--- src/rtl/core/bb3_fifo.sv ---
module bb3_fifo #(
	parameter int WIDTH = 8,
	parameter int DEPTH = 4
) (
	input  logic                       clk,
	input  logic                       arst_n,
	input  logic                       push,
	input  logic [WIDTH-1:0]           wdata,
	input  logic                       pop,
	output logic [WIDTH-1:0]           rdata,
	output logic                       empty,
	output logic [$clog2(DEPTH+1)-1:0] count
);

	localparam int AW = (DEPTH > 1) ? $clog2(DEPTH) : 1;
	localparam int CW = $clog2(DEPTH + 1);

	logic [WIDTH-1:0] mem_q [DEPTH];
	logic [AW-1:0]    wr_ptr_q;
	logic [AW-1:0]    rd_ptr_q;
	logic [CW-1:0]    count_q;
	logic             do_pop;

	assign empty  = (count_q == '0);
	assign count  = count_q;
	assign rdata  = mem_q[rd_ptr_q];
	assign do_pop = pop && !empty;

	// Store the incoming transaction
	always_ff @(posedge clk) begin
		if (push) begin
			mem_q[wr_ptr_q] <= wdata;
		end
	end

	// Advance pointers and occupancy
	always_ff @(posedge clk or negedge arst_n) begin
		if (!arst_n) begin
			wr_ptr_q <= '0;
			rd_ptr_q <= '0;
			count_q  <= '0;
		end else begin
			if (push) begin
				wr_ptr_q <= (wr_ptr_q == AW'(DEPTH - 1)) ? '0 : wr_ptr_q + 1'b1;
			end
			if (do_pop) begin
				rd_ptr_q <= (rd_ptr_q == AW'(DEPTH - 1)) ? '0 : rd_ptr_q + 1'b1;
			end
			count_q <= count_q + CW'(push) - CW'(do_pop);
		end
	end

	a_no_overflow: assert property (@(posedge clk) disable iff (!arst_n)
		push |-> (count_q < CW'(DEPTH)) || do_pop)
		else $error("fifo overflow");

endmodule

--- config.mk ---
export PLATFORM = sky130hd
export DESIGN_NAME = bb3_fifo
export DESIGN_NICKNAME = d
export VERILOG_FILES = /design/src/rtl/core/bb3_fifo.sv
export SDC_FILE = /design/constraint.sdc
export NUM_CORES = 1
export LEC_CHECK = 0
export CAP_MARGIN = 20
export CORE_ASPECT_RATIO = 0.8
export CORE_MARGIN = 2
export CORE_UTILIZATION = 40
export CTS_CLUSTER_DIAMETER = 60
export DETAILED_ROUTE_END_ITERATION = 16
export DONT_BUFFER_PORTS = 1
export REMOVE_ABC_BUFFERS = 1
export SLEW_MARGIN = 20
export SYNTH_ARGS = -nofsm -noshare
export SYNTH_HDL_FRONTEND = slang
export SYNTH_SLANG_ARGS = --single-unit
--- constraint.sdc ---
create_clock -name clk -period 3 [get_ports clk]
set_clock_uncertainty 0.05 [all_clocks]
set_input_delay 0.15 -clock clk [delete_from_list [all_inputs] [get_ports clk]]
set_output_delay 0.15 -clock clk [all_outputs]
set_load 0.03 [all_outputs]
# Yosys cells after proc, flatten, opt, wreduce, memory -nomap -nowiden
# Memory sizes are Yosys's and may differ from the RTL's.
# Index checks and enable logic that the tools add are counted.
[word_totals]
reg_bits = 7
latch_bits = 0
ram_bits = 32
rom_bits = 0
inputBits = 12
output_inout_bits = 12
word_cells = 17
mem_count = 1
[mem_list]
columns = ["name", "words", "word_bits", "rd", "rd_clocked_by_memory_dff", "wr", "line_no", "rtl"]
rows = [
  ["mem_q", 4, 8, 1, 0, 1, "18", "logic [WIDTH-1:0] mem_q [DEPTH];"],
]
[op_classes]
n_addsub = 4
mul = 0
div_mod_pow = 0
magnitude_cmp = 0
eq_ne = 2
n_shift = 0
mux = 4
bitwise_logic = 0
reduce_logical = 3
[op_table]
columns = ["cell", "count"]
rows = [
  ["adder 2 x 1 -> 2 bit, second input constant", 2],
  ["== test 2 bit, second input constant", 2],
  ["two-way mux 2 bit", 2],
  ["adder 3 x 1 -> 3 bit", 1],
  ["zero test 3 bit", 1],
  ["subtractor 3 x 1 -> 3 bit", 1],
  ["two-way mux 1 bit", 2],
  ["logical AND 1 bit", 1],
  ["zero test 1 bit", 1],
]

# Depth between registers and ports, before layout
# Gate-level depths: netlist of the first run.
[logic_depth]
ltp_word = 4
ltp_mapped = 9
depth_no_buf = 9

# Worst setup path after synthesis of the first run
# Ideal clock, no wire load.
[synth_timing]
path_type = "reg2reg"
from = "reg count_q[1] (netlist: count[1])"
to = "reg count_q[2] (netlist: count[2])"
setup_time_ps = 140
arrival_time_ps = 2044
required_time_ps = 2810
slack_ps = 766
path_stages_with_launch = 10
n_path_buf = 0
synth_period_minus_slack_ps = 2234
path_cell_list = "dfrtp_1 -> o31ai_4 -> inv_1 -> ha_1 -> inv_1 -> ha_1 -> inv_1 -> fa_1 -> xnor2_1 -> xnor2_1"
[synth_via]
elab_chain_cells = 4
word_cells_on_any_way = 5
classes_between = "add/sub: 2; reduce/logical: 3"
[synth_lines]
columns = ["element", "line_no", "rtl"]
rows = [
  ["from (decl)", "21", "logic [CW-1:0] count_q;"],
  ["from (signal assigned)", "49", "count_q <= count_q + CW'(push) - CW'(do_pop);"],
  ["zero test 3 bit", "24", "assign empty = (count_q == '0);"],
  ["zero test 1 bit", "27", "assign do_pop = pop && !empty;"],
  ["logical AND 1 bit", "27", ""],
  ["named net do_pop", "22", "logic do_pop;"],
  ["subtractor 3 x 1 -> 3 bit", "49", ""],
]
# The timed path passes the listed nets, and every way through them passes these cells.
# A chain may end at the register's enable or synchronous reset.

# Final worst setup path of the first run
# Same ends and word-level chain as after synthesis.

==> results of run 1 <==
## power breakdown
group	internal, uW	switching (uW)	leakage (uW)
clock	185	171	0.0000482
sequential	713	173	0.000377
combinational	221	312	0.000226
## layout by cell type (no fill, tap or decap), types with 2 or more instances in the layout
cell           netlist  layout
and2_1               4       4
edfxtp_1            32      32
o21ai_0              2       2
dlygate4sd3_1        0      10
mux4_2               8       8
dfrtp_1              7       7
inv_1                7       7
clkbuf_8             0       6
mux2_2               2       2
ha_1                 7       7
xnor2_1              2       2
## critical path, delay by kind of cell, from the launching register on
family / cells / cell delay (ns)
xor+xnor: 2 / 0.29
compound gates: 1 / 0.37
flops: 1 / 0.57
fa+ha+maj: 3 / 0.77
buf+inv: 3 / 0.18
## layer usage
metal  vias up  share of wire  global-route usage
met5         -              0                   0
met4         0          0.029              0.0842
met3         8          0.037              0.0354
met2        19           0.44               0.172
met1       344           0.50               0.162
li1        330              -                   -
## final cells by class
type | instances | area [sq um]
fill | 348 | 1980
sequential | 39 | 1140
multi-input combinational | 31 | 405
timing repair buffer | 10 | 100
clock buffer | 7 | 86.3
tap | 55 | 68.8
inverter | 7 | 26.3
clock inverter | 1 | 5.00
## sequential cells by signal (all words and copies together), names as in the netlist
register  count
rd_ptr_q      2
mem_q        32
count         3
wr_ptr_q      2
## worst max-delay path by stage
stage | end | slack [ns] | cells past startpoint | from
2_1_floorplan | count[2] | 0.77 | 9 | count[1]
6_report | count[2] | 0.64 | 9 | count[1]
5_1_grt | count[2] | 0.54 | 9 | count[1]
3_3_place_gp | count[2] | 0.68 | 9 | count[1]
4_1_cts | count[2] | 0.62 | 9 | count[1]
3_5_place_dp | count[2] | 0.65 | 9 | count[1]
## cells by family (layout without fill, tap and decap cells)
family,after synthesis,in the layout,synth area share
adder cells (fa/ha/maj),8,8,0.0679
flip-flops,39,39,0.717
multiplexers,10,10,0.128
XOR/XNOR,2,2,0.0111
AO/OA/AOI/OAI,3,3,0.0197
AND/OR/NAND/NOR,8,8,0.0292
buffers and inverters,9,25,0.0269
## metrics by stage
step	instance area, sq um	worst slack, ns	hold slack (ns)
6_report	1830	0.644	0.0398
4_1_cts	1830	0.621	0.0373
3_5_place_dp	1640	0.649	-0.195
5_1_grt	1830	0.545	0.0358
3_3_place_gp	1640	0.684	-0.195
2_1_floorplan	1570	0.766	-0.196
==> impl_metrics.py, run 1 <==
metrics = {
    "die": {
        "fp.dieW_um": 74.4,
        "dieHeight_um": 60.3,
        "rows": 20,
        "initial_core_util": 0.416,
        "io_pins": 24,
        "die_area_sq_um": 4480,
        "coreArea_sq_um": 3800,
    },
    "timing": {
        "finalSetupTns_ns": 0,
        "finalHoldViolCount": 0,
        "min_period_over_period": 0.785,
        "slew_violations": 0,
        "finalSetupViolations": 0,
        "timing.fmax_mhz": 424,
        "fin_crit_ns": 2.36,
        "rsz0062_at_grt": "no",
        "slew_headroom": 0.397,
        "tightest_slew_ns": 0.898,
    },
    "setup_path": {
        "crit_path_frequent_cell": "inv_1",
        "cp-end-kind": "register",
        "crit_path_max_fanout": 5,
        "ff2ff_setup_slack_ns": 0.64,
        "r2r_cells": 9,
        "reg2reg_to": "count[2]",
        "cp.required_ns": 3.11,
        "cp.arrival_ns": 2.47,
        "r2r_start": "count[1]",
        "start_kind": "register",
        "slowest_stage": "dfrtp_1",
        "slowest_delay_ns": 0.57,
        "path_cells": "o31ai_4 -> inv_1 -> ha_1 -> inv_1 -> ha_1 -> inv_1 -> fa_1 -> xnor2_1 -> xnor2_1",
        "path_class": "reg -> reg",
    },
    "detailed_routing": {
        "drtAntennaViolNets": 0,
        "drtIter0Drc": 24,
        "drc": 0,
        "drt_pass1_iterations": 4,
        "vias": 701,
        "post_drt_wl_per_cell_um": 15.7,
        "totalWireLength_mm": 2.35,
        "vias_per_cell": 4.67,
    },
    "global_routing": {
        "grt_pass1_vias": 736,
        "grt_pass1_wl_mm": 3.62,
        "gr-total-overflow": 0,
        "grt_max_degree": 13,
        "gr-usage-all-layers": 0.122,
        "antenna_found_initial": 0,
    },
    "synthesis": {
        "syn_inst": 79,
        "avgSynthCellArea_sq_um": 20.1,
        "synth-edff-count": 32,
        "synth_most_common_cell": "edfxtp_1",
        "ys_seq_elements": 39,
        "synth_top_area_share": 0.607,
        "ys.warnings.count": 0,
        "yosysSeqAreaShare": 0.717,
        "syn_area_sq_um": 1580,
        "synth_area_leaders": "edfxtp_1, mux4_2, dfrtp_1",
        "synth_cell_type_count": 17,
        "synthFlopType": "edfxtp_1",
        "yosys.area.top_type": "edfxtp_1",
        "synth-async-reset-ratio": 0.179,
        "synth.top_cells.by_count": "edfxtp_1, mux4_2, dfrtp_1, ha_1, inv_1",
    },
    "final_layout": {
        "layout.cells.non_filler": 150,
        "post-route-util": 0.481,
        "final_nets": 114,
        "antennaDiodeCount": 0,
        "areaGrowthSynthToFinish_pct": 15.4,
        "drive_gt1_frac": 0.189,
    },
    "min_path": {
        "hold-path-cell-count": 2,
        "min_to": "rd_ptr_q[0]",
        "min_path_type": "in -> reg",
        "hold_start": "pop",
    },
    "power": {
        "p_per_area_nw_per_um2": 971,
        "p_leak_uw": 0.000651,
        "p_total_uw": 1770,
        "max-vdd-ir-drop_v": 0.000351,
    },
    "cts": {
        "cts-root-buf": "clkbuf_8",
        "cts_resized": 0,
        "postCtsSetupRepairBufs": 0,
        "clkLatencyLatePin_ns": 0.29,
        "clock_sinks": 39,
        "htree_levels": 2,
        "clkTransAtPathRegs_ns": 0.07,
        "clock_path_buffers": 2,
        "hold_buffers": 10,
        "cts_made_buffers": 5,
        "cts_tree": "done",
    },
    "placed_design": {
        "io_buffers": 0,
        "place_congestion": 0.712,
        "hpwlAfterDp_mm": 1.54,
        "post-place-cells": 132,
    },
    "job": {
        "cap_viol_max_count": 0,
    },
    "run_status": {
        "outcome": "complete, no violations",
    },
}
Power figures use the tool's default switching activity.
==> inputs of run 2 (changes only) <==
==> constraint.sdc (replaced) <==
create_clock -name clk -period 2.05 [get_ports clk]
set_clock_uncertainty 0.05 [all_clocks]
set_input_delay 0.1025 -clock clk [delete_from_list [all_inputs] [get_ports clk]]
set_output_delay 0.1025 -clock clk [all_outputs]
set_load 0.03 [all_outputs]
==> impl_metrics.py, run 2 (same netlist as run 1, synthesis figures left out) <==
metrics = {
    "die": {
        "initial_core_util": 0.416,
        "coreArea_sq_um": 3800,
        "dieHeight_um": 60.3,
        "die_area_sq_um": 4480,
        "io_pins": 24,
        "fp.dieW_um": 74.4,
        "rows": 20,
    },
    "final_layout": {
        "regMostFlops": "mem_q",
        "antennaDiodeCount": 0,
        "drive_gt1_frac": 0.255,
        "layout_commonest_cell": "edfxtp_1",
        "final_nets": 121,
        "areaGrowthSynthToFinish_pct": 19.3,
        "largest_reg_flops": 32,
        "layout_common_cells": "edfxtp_1, dlygate4sd3_1, mux4_2",
        "fill_cells": 336,
    },
    "cts": {
        "clock_path_buffers": 2,
        "clkLatencyLatePin_ns": 0.29,
        "htree_levels": 2,
        "clock_sinks": 39,
        "cts-root-buf": "clkbuf_8",
        "cts_made_buffers": 5,
        "clkTransAtPathRegs_ns": 0.07,
        "cts_tree": "done",
    },
    "min_path": {
        "min_path_type": "in -> reg",
    },
    "setup_path": {
        "crit_path_max_fanout": 2,
        "start_kind": "register",
        "path_class": "reg -> reg",
        "ff2ff_setup_slack_ns": 0.05,
        "cp.required_ns": 2.18,
        "cp.arrival_ns": 2.13,
        "cp-end-kind": "register",
    },
    "power": {
        "max-vdd-ir-drop_v": 0.000593,
        "p_per_area_nw_per_um2": 1440,
        "p_leak_uw": 0.000687,
    },
    "timing": {
        "slew_violations": 0,
        "hold-worst-slack_ns": 0.0257,
        "timing.fmax_mhz": 499,
        "finalSetupTns_ns": 0,
        "slew_headroom": 0.603,
        "min_period_over_period": 0.978,
        "finalHoldViolCount": 0,
        "fin_crit_ns": 2.00,
        "rsz0062_at_grt": "yes",
        "finalSetupViolations": 0,
        "tightest_slew_ns": 0.595,
    },
    "detailed_routing": {
        "post_drt_wl_per_cell_um": 16.1,
        "drc": 0,
        "vias_per_cell": 4.72,
        "drtAntennaViolNets": 0,
        "drt_pass1_iterations": 4,
        "drtIter0Drc": 21,
        "totalWireLength_mm": 2.52,
        "vias": 741,
    },
    "global_routing": {
        "grt_pass1_wl_mm": 3.81,
        "gr-usage-all-layers": 0.130,
        "gr-total-overflow": 0,
        "grt_max_degree": 12,
        "grt_pass1_vias": 832,
        "antenna_found_initial": 0,
    },
    "placed_design": {
        "place_congestion": 0.706,
        "hpwlAfterDp_mm": 1.65,
        "io_buffers": 0,
    },
    "run_status": {
        "outcome": "complete, no violations",
    },
    "job": {
        "cap_viol_max_count": 0,
    },
}
[run 2: stage by stage]
step	total power [uW]	instance area (sq um)	util	setup slack [ns]	instances
4_1_cts	2730	1870	0.493	0.0465	156
5_1_grt	2880	1890	0.497	-0.0858	157
2_1_floorplan	1940	1570	-	-0.184	77
3_3_place_gp	2140	1670	0.440	0.0750	137
3_5_place_dp	2170	1670	0.440	-0.0125	137
6_report	2720	1890	0.497	0.0461	157
[run 2: area by class of cell]
cell class	instances	area, sq um	share of cell area
Inverter	7	26.3	0.0139
Timing Repair Buffer	17	153	0.0808
Tap cell	55	68.8	0.0364
Clock inverter	1	3.75	0.00199
Clock buffer	7	86.3	0.0457
Sequential cell	39	1140	0.601
Multi-Input combinational cell	31	415	0.220
[run 2: worst max-delay path, stage by stage, from the launching register on]
cell,delay [ns]
dfrtp_1,0.42
o31ai_4,0.24
inv_1,0.07
ha_1,0.26
inv_1,0.05
ha_1,0.13
inv_1,0.05
fa_2,0.36
xnor2_2,0.15
xnor2_1,0.12
[run 2: repair_timing]
| action | in CTS | in global routing |
|---|---|---|
| endpoints found under the hold margin | 42 | 0 |
| pin swaps | 2 | 2 |
| setup endpoints to repair | 1 | 2 |
| setup buffers | 1 | 1 |
| cloned | 0 | 0 |
| gates resized for setup | 1 | 1 |
| hold buffers | 10 | 0 |
[run 2: metal layers]
metal / global-route usage / part of all wire / up-vias / wire length [um]
li1: - / - / 342 / -
met3: 0.0556 / 0.055 / 8 / 138
met4: 0.0765 / 0.026 / 0 / 65
met2: 0.218 / 0.53 / 20 / 1330
met5: 0 / 0 / - / 0
met1: 0.139 / 0.39 / 371 / 984
[run 2: path summary, 6_finish.rpt]
| kind | from | to | cells past startpoint |
|---|---|---|---|
| hold / removal | push | wr_ptr_q[0] | 2 |
| setup reg to reg | count[2] | count[2] | 9 |
| max in group asynchronous | arst_n | rd_ptr_q[1] | 1 |
| hold reg to reg | wr_ptr_q[1] | wr_ptr_q[1] | 2 |
| setup / recovery | count[2] | count[2] | 9 |
| min in group asynchronous | arst_n | count[2] | 1 |
[run 2: power by group]
group | switching [uW] | internal [uW] | total (uW)
Combinational | 587 | 415 | 1000
Clock | 242 | 269 | 511
Sequential | 161 | 1050 | 1210
Total | 989 | 1730 | 2720
==> inputs of run 3 (changes only) <==
--- a/config.mk
+++ b/config.mk
@@ -5,13 +5,14 @@
 export SDC_FILE = /design/constraint.sdc
 export NUM_CORES = 1
 export LEC_CHECK = 0
+export BUFFER_PORTS_ARGS = -buffer_cell sky130_fd_sc_hd__buf_2
 export CAP_MARGIN = 20
 export CORE_ASPECT_RATIO = 0.8
 export CORE_MARGIN = 2
 export CORE_UTILIZATION = 40
 export CTS_CLUSTER_DIAMETER = 60
 export DETAILED_ROUTE_END_ITERATION = 16
-export DONT_BUFFER_PORTS = 1
+export PLACE_DENSITY = 0.7
 export REMOVE_ABC_BUFFERS = 1
 export SLEW_MARGIN = 20
 export SYNTH_ARGS = -nofsm -noshare
==> impl_metrics.py, run 3 (same netlist as run 1, synthesis figures left out) <==
metrics = {
    "run_status": {
        "outcome": "complete, no violations",
    },
    "setup_path": {
        "cp.required_ns": 2.16,
        "path_depth": 9,
        "path_class": "reg -> reg",
        "r2r_cells": 9,
        "slowest_delay_ns": 0.41,
        "cp_num_buf_inv": 3,
        "cp.arrival_ns": 2.13,
        "crit_path_frequent_cell": "inv_1",
        "start_kind": "register",
        "slowest_stage": "dfrtp_1",
        "path_cells": "o31ai_4 -> inv_1 -> ha_1 -> inv_1 -> ha_1 -> inv_1 -> fa_2 -> xnor2_2 -> xnor2_1",
        "crit_family": "adder cells",
        "crit_path_max_fanout": 2,
        "cp-end-kind": "register",
    },
    "die": {
        "coreArea_sq_um": 3800,
        "rows": 20,
        "die_area_sq_um": 4480,
        "initial_core_util": 0.416,
        "dieHeight_um": 60.3,
        "io_pins": 24,
        "fp.dieW_um": 74.4,
    },
    "cts": {
        "clkTransAtPathRegs_ns": 0.07,
        "cts_made_buffers": 5,
        "cts_tree": "done",
        "clock_path_buffers": 2,
        "clock_sinks": 39,
        "clkLatencyLatePin_ns": 0.27,
        "htree_levels": 2,
        "cts-root-buf": "clkbuf_8",
    },
    "final_layout": {
        "drive_gt1_frac": 0.397,
        "layout.cells.non_filler": 176,
        "largest_reg_flops": 32,
        "areaGrowthSynthToFinish_pct": 24.2,
        "layout_commonest_cell": "edfxtp_1",
        "regMostFlops": "mem_q",
        "final_nets": 140,
        "post-route-util": 0.517,
        "fill_cells": 317,
        "antennaDiodeCount": 0,
        "layout_common_cells": "edfxtp_1, buf_2, dlygate4sd3_1",
    },
    "placed_design": {
        "place_congestion": 0.689,
        "hpwlAfterDp_mm": 1.68,
        "io_buffers": 23,
        "place_ws_ns": -0.0117,
        "post-place-cells": 158,
    },
    "global_routing": {
        "gr-total-overflow": 0,
        "grt_pass1_vias": 790,
        "grt_pass1_wl_mm": 3.83,
        "gr-usage-all-layers": 0.125,
        "antenna_found_initial": 0,
        "grt_max_degree": 13,
    },
    "detailed_routing": {
        "vias": 788,
        "vias_per_cell": 4.48,
        "drt_pass1_iterations": 4,
        "drc": 0,
        "drtAntennaViolNets": 0,
        "drtIter0Drc": 18,
        "post_drt_wl_per_cell_um": 14.2,
        "totalWireLength_mm": 2.50,
    },
    "timing": {
        "rsz0062_at_grt": "yes",
        "worst_slack_ns": 0.0337,
        "slew_violations": 0,
        "finalSetupTns_ns": 0,
        "tightest_slew_ns": 0.454,
        "timing.fmax_mhz": 496,
        "finalHoldViolCount": 0,
        "min_period_over_period": 0.984,
        "hold-worst-slack_ns": 0.0514,
        "finalSetupViolations": 0,
        "fin_crit_ns": 2.02,
        "slew_headroom": 0.698,
    },
    "min_path": {
        "min_path_type": "in -> reg",
        "hold-path-cell-count": 2,
    },
    "power": {
        "max-vdd-ir-drop_v": 0.00114,
        "p_per_area_nw_per_um2": 1410,
        "p_leak_uw": 0.000754,
    },
    "job": {
        "cap_viol_max_count": 0,
    },
}
==> run 3: cell count changes in the layout (fill, tap and decap cells not counted), sizes merged <==
cell	change
buf	+20
dlygate4sd3	-1
clkbuf	-1
clkinvlp	+1
==> run 3: per-layer routing <==
metal	share of wire	GRT usage	vias to the layer above
met5	0	0	-
met3	0.054	0.0438	0
met4	0	0.0383	0
met2	0.51	0.216	22
li1	-	-	381
met1	0.44	0.150	385
==> run 3: cell type report <==
class                   count  area (sq um)  share of cell area
flip-flops and latches     39          1140               0.578
multi-input cells          31           415               0.211
repair buffers             36           235               0.120
clock buffers               6          72.6              0.0369
well taps                  55          68.8              0.0350
inverters                   7          26.3              0.0134
clock inverters             2          12.5             0.00636
==> run 3: where the power goes <==
part / switching [uW] / leakage, uW / internal (uW)
Clock: 244 / 0.0000412 / 237
Combinational: 601 / 0.000337 / 480
Sequential: 160 / 0.000376 / 1050
Total: 1000 / 0.000754 / 1770
==> run 3: path summary, 6_finish.rpt <==
path	end	slack (ns)	from
max in group asynchronous	rd_ptr_q[0]	1.65	arst_n
max reg2reg	count[2]	0.03	count[1]
min	wr_ptr_q[0]	0.05	push
min reg2reg	wr_ptr_q[0]	0.58	wr_ptr_q[0]
max	count[2]	0.03	count[1]
min in group asynchronous	wr_ptr_q[0]	0.13	arst_n
==> run 3: stage by stage <==
step | total power [uW] | area (sq um)
floorplan | 1940 | 1570
global placement | 2200 | 1770
detailed placement | 2270 | 1770
CTS | 2810 | 1970
global route | 2950 | 1970
finish | 2770 | 1970
==> run 3: worst register-to-register path: stages, from the launching register on <==
cell     delay [ns]
dfrtp_1        0.41
o31ai_4        0.26
inv_1          0.07
ha_1           0.27
inv_1          0.06
ha_1           0.13
inv_1          0.05
fa_2           0.35
xnor2_2        0.15
xnor2_1        0.12
==> run 3: repair_timing <==
action | in CTS | in global routing
endpoints found under the setup margin | 1 | 9
endpoints found under the hold margin | 39 | 0
gates cloned | 0 | 0
pin swaps | 2 | 2
setup buffers | 1 | 0
hold buffers | 9 | 0
gates resized for setup | 2 | 1
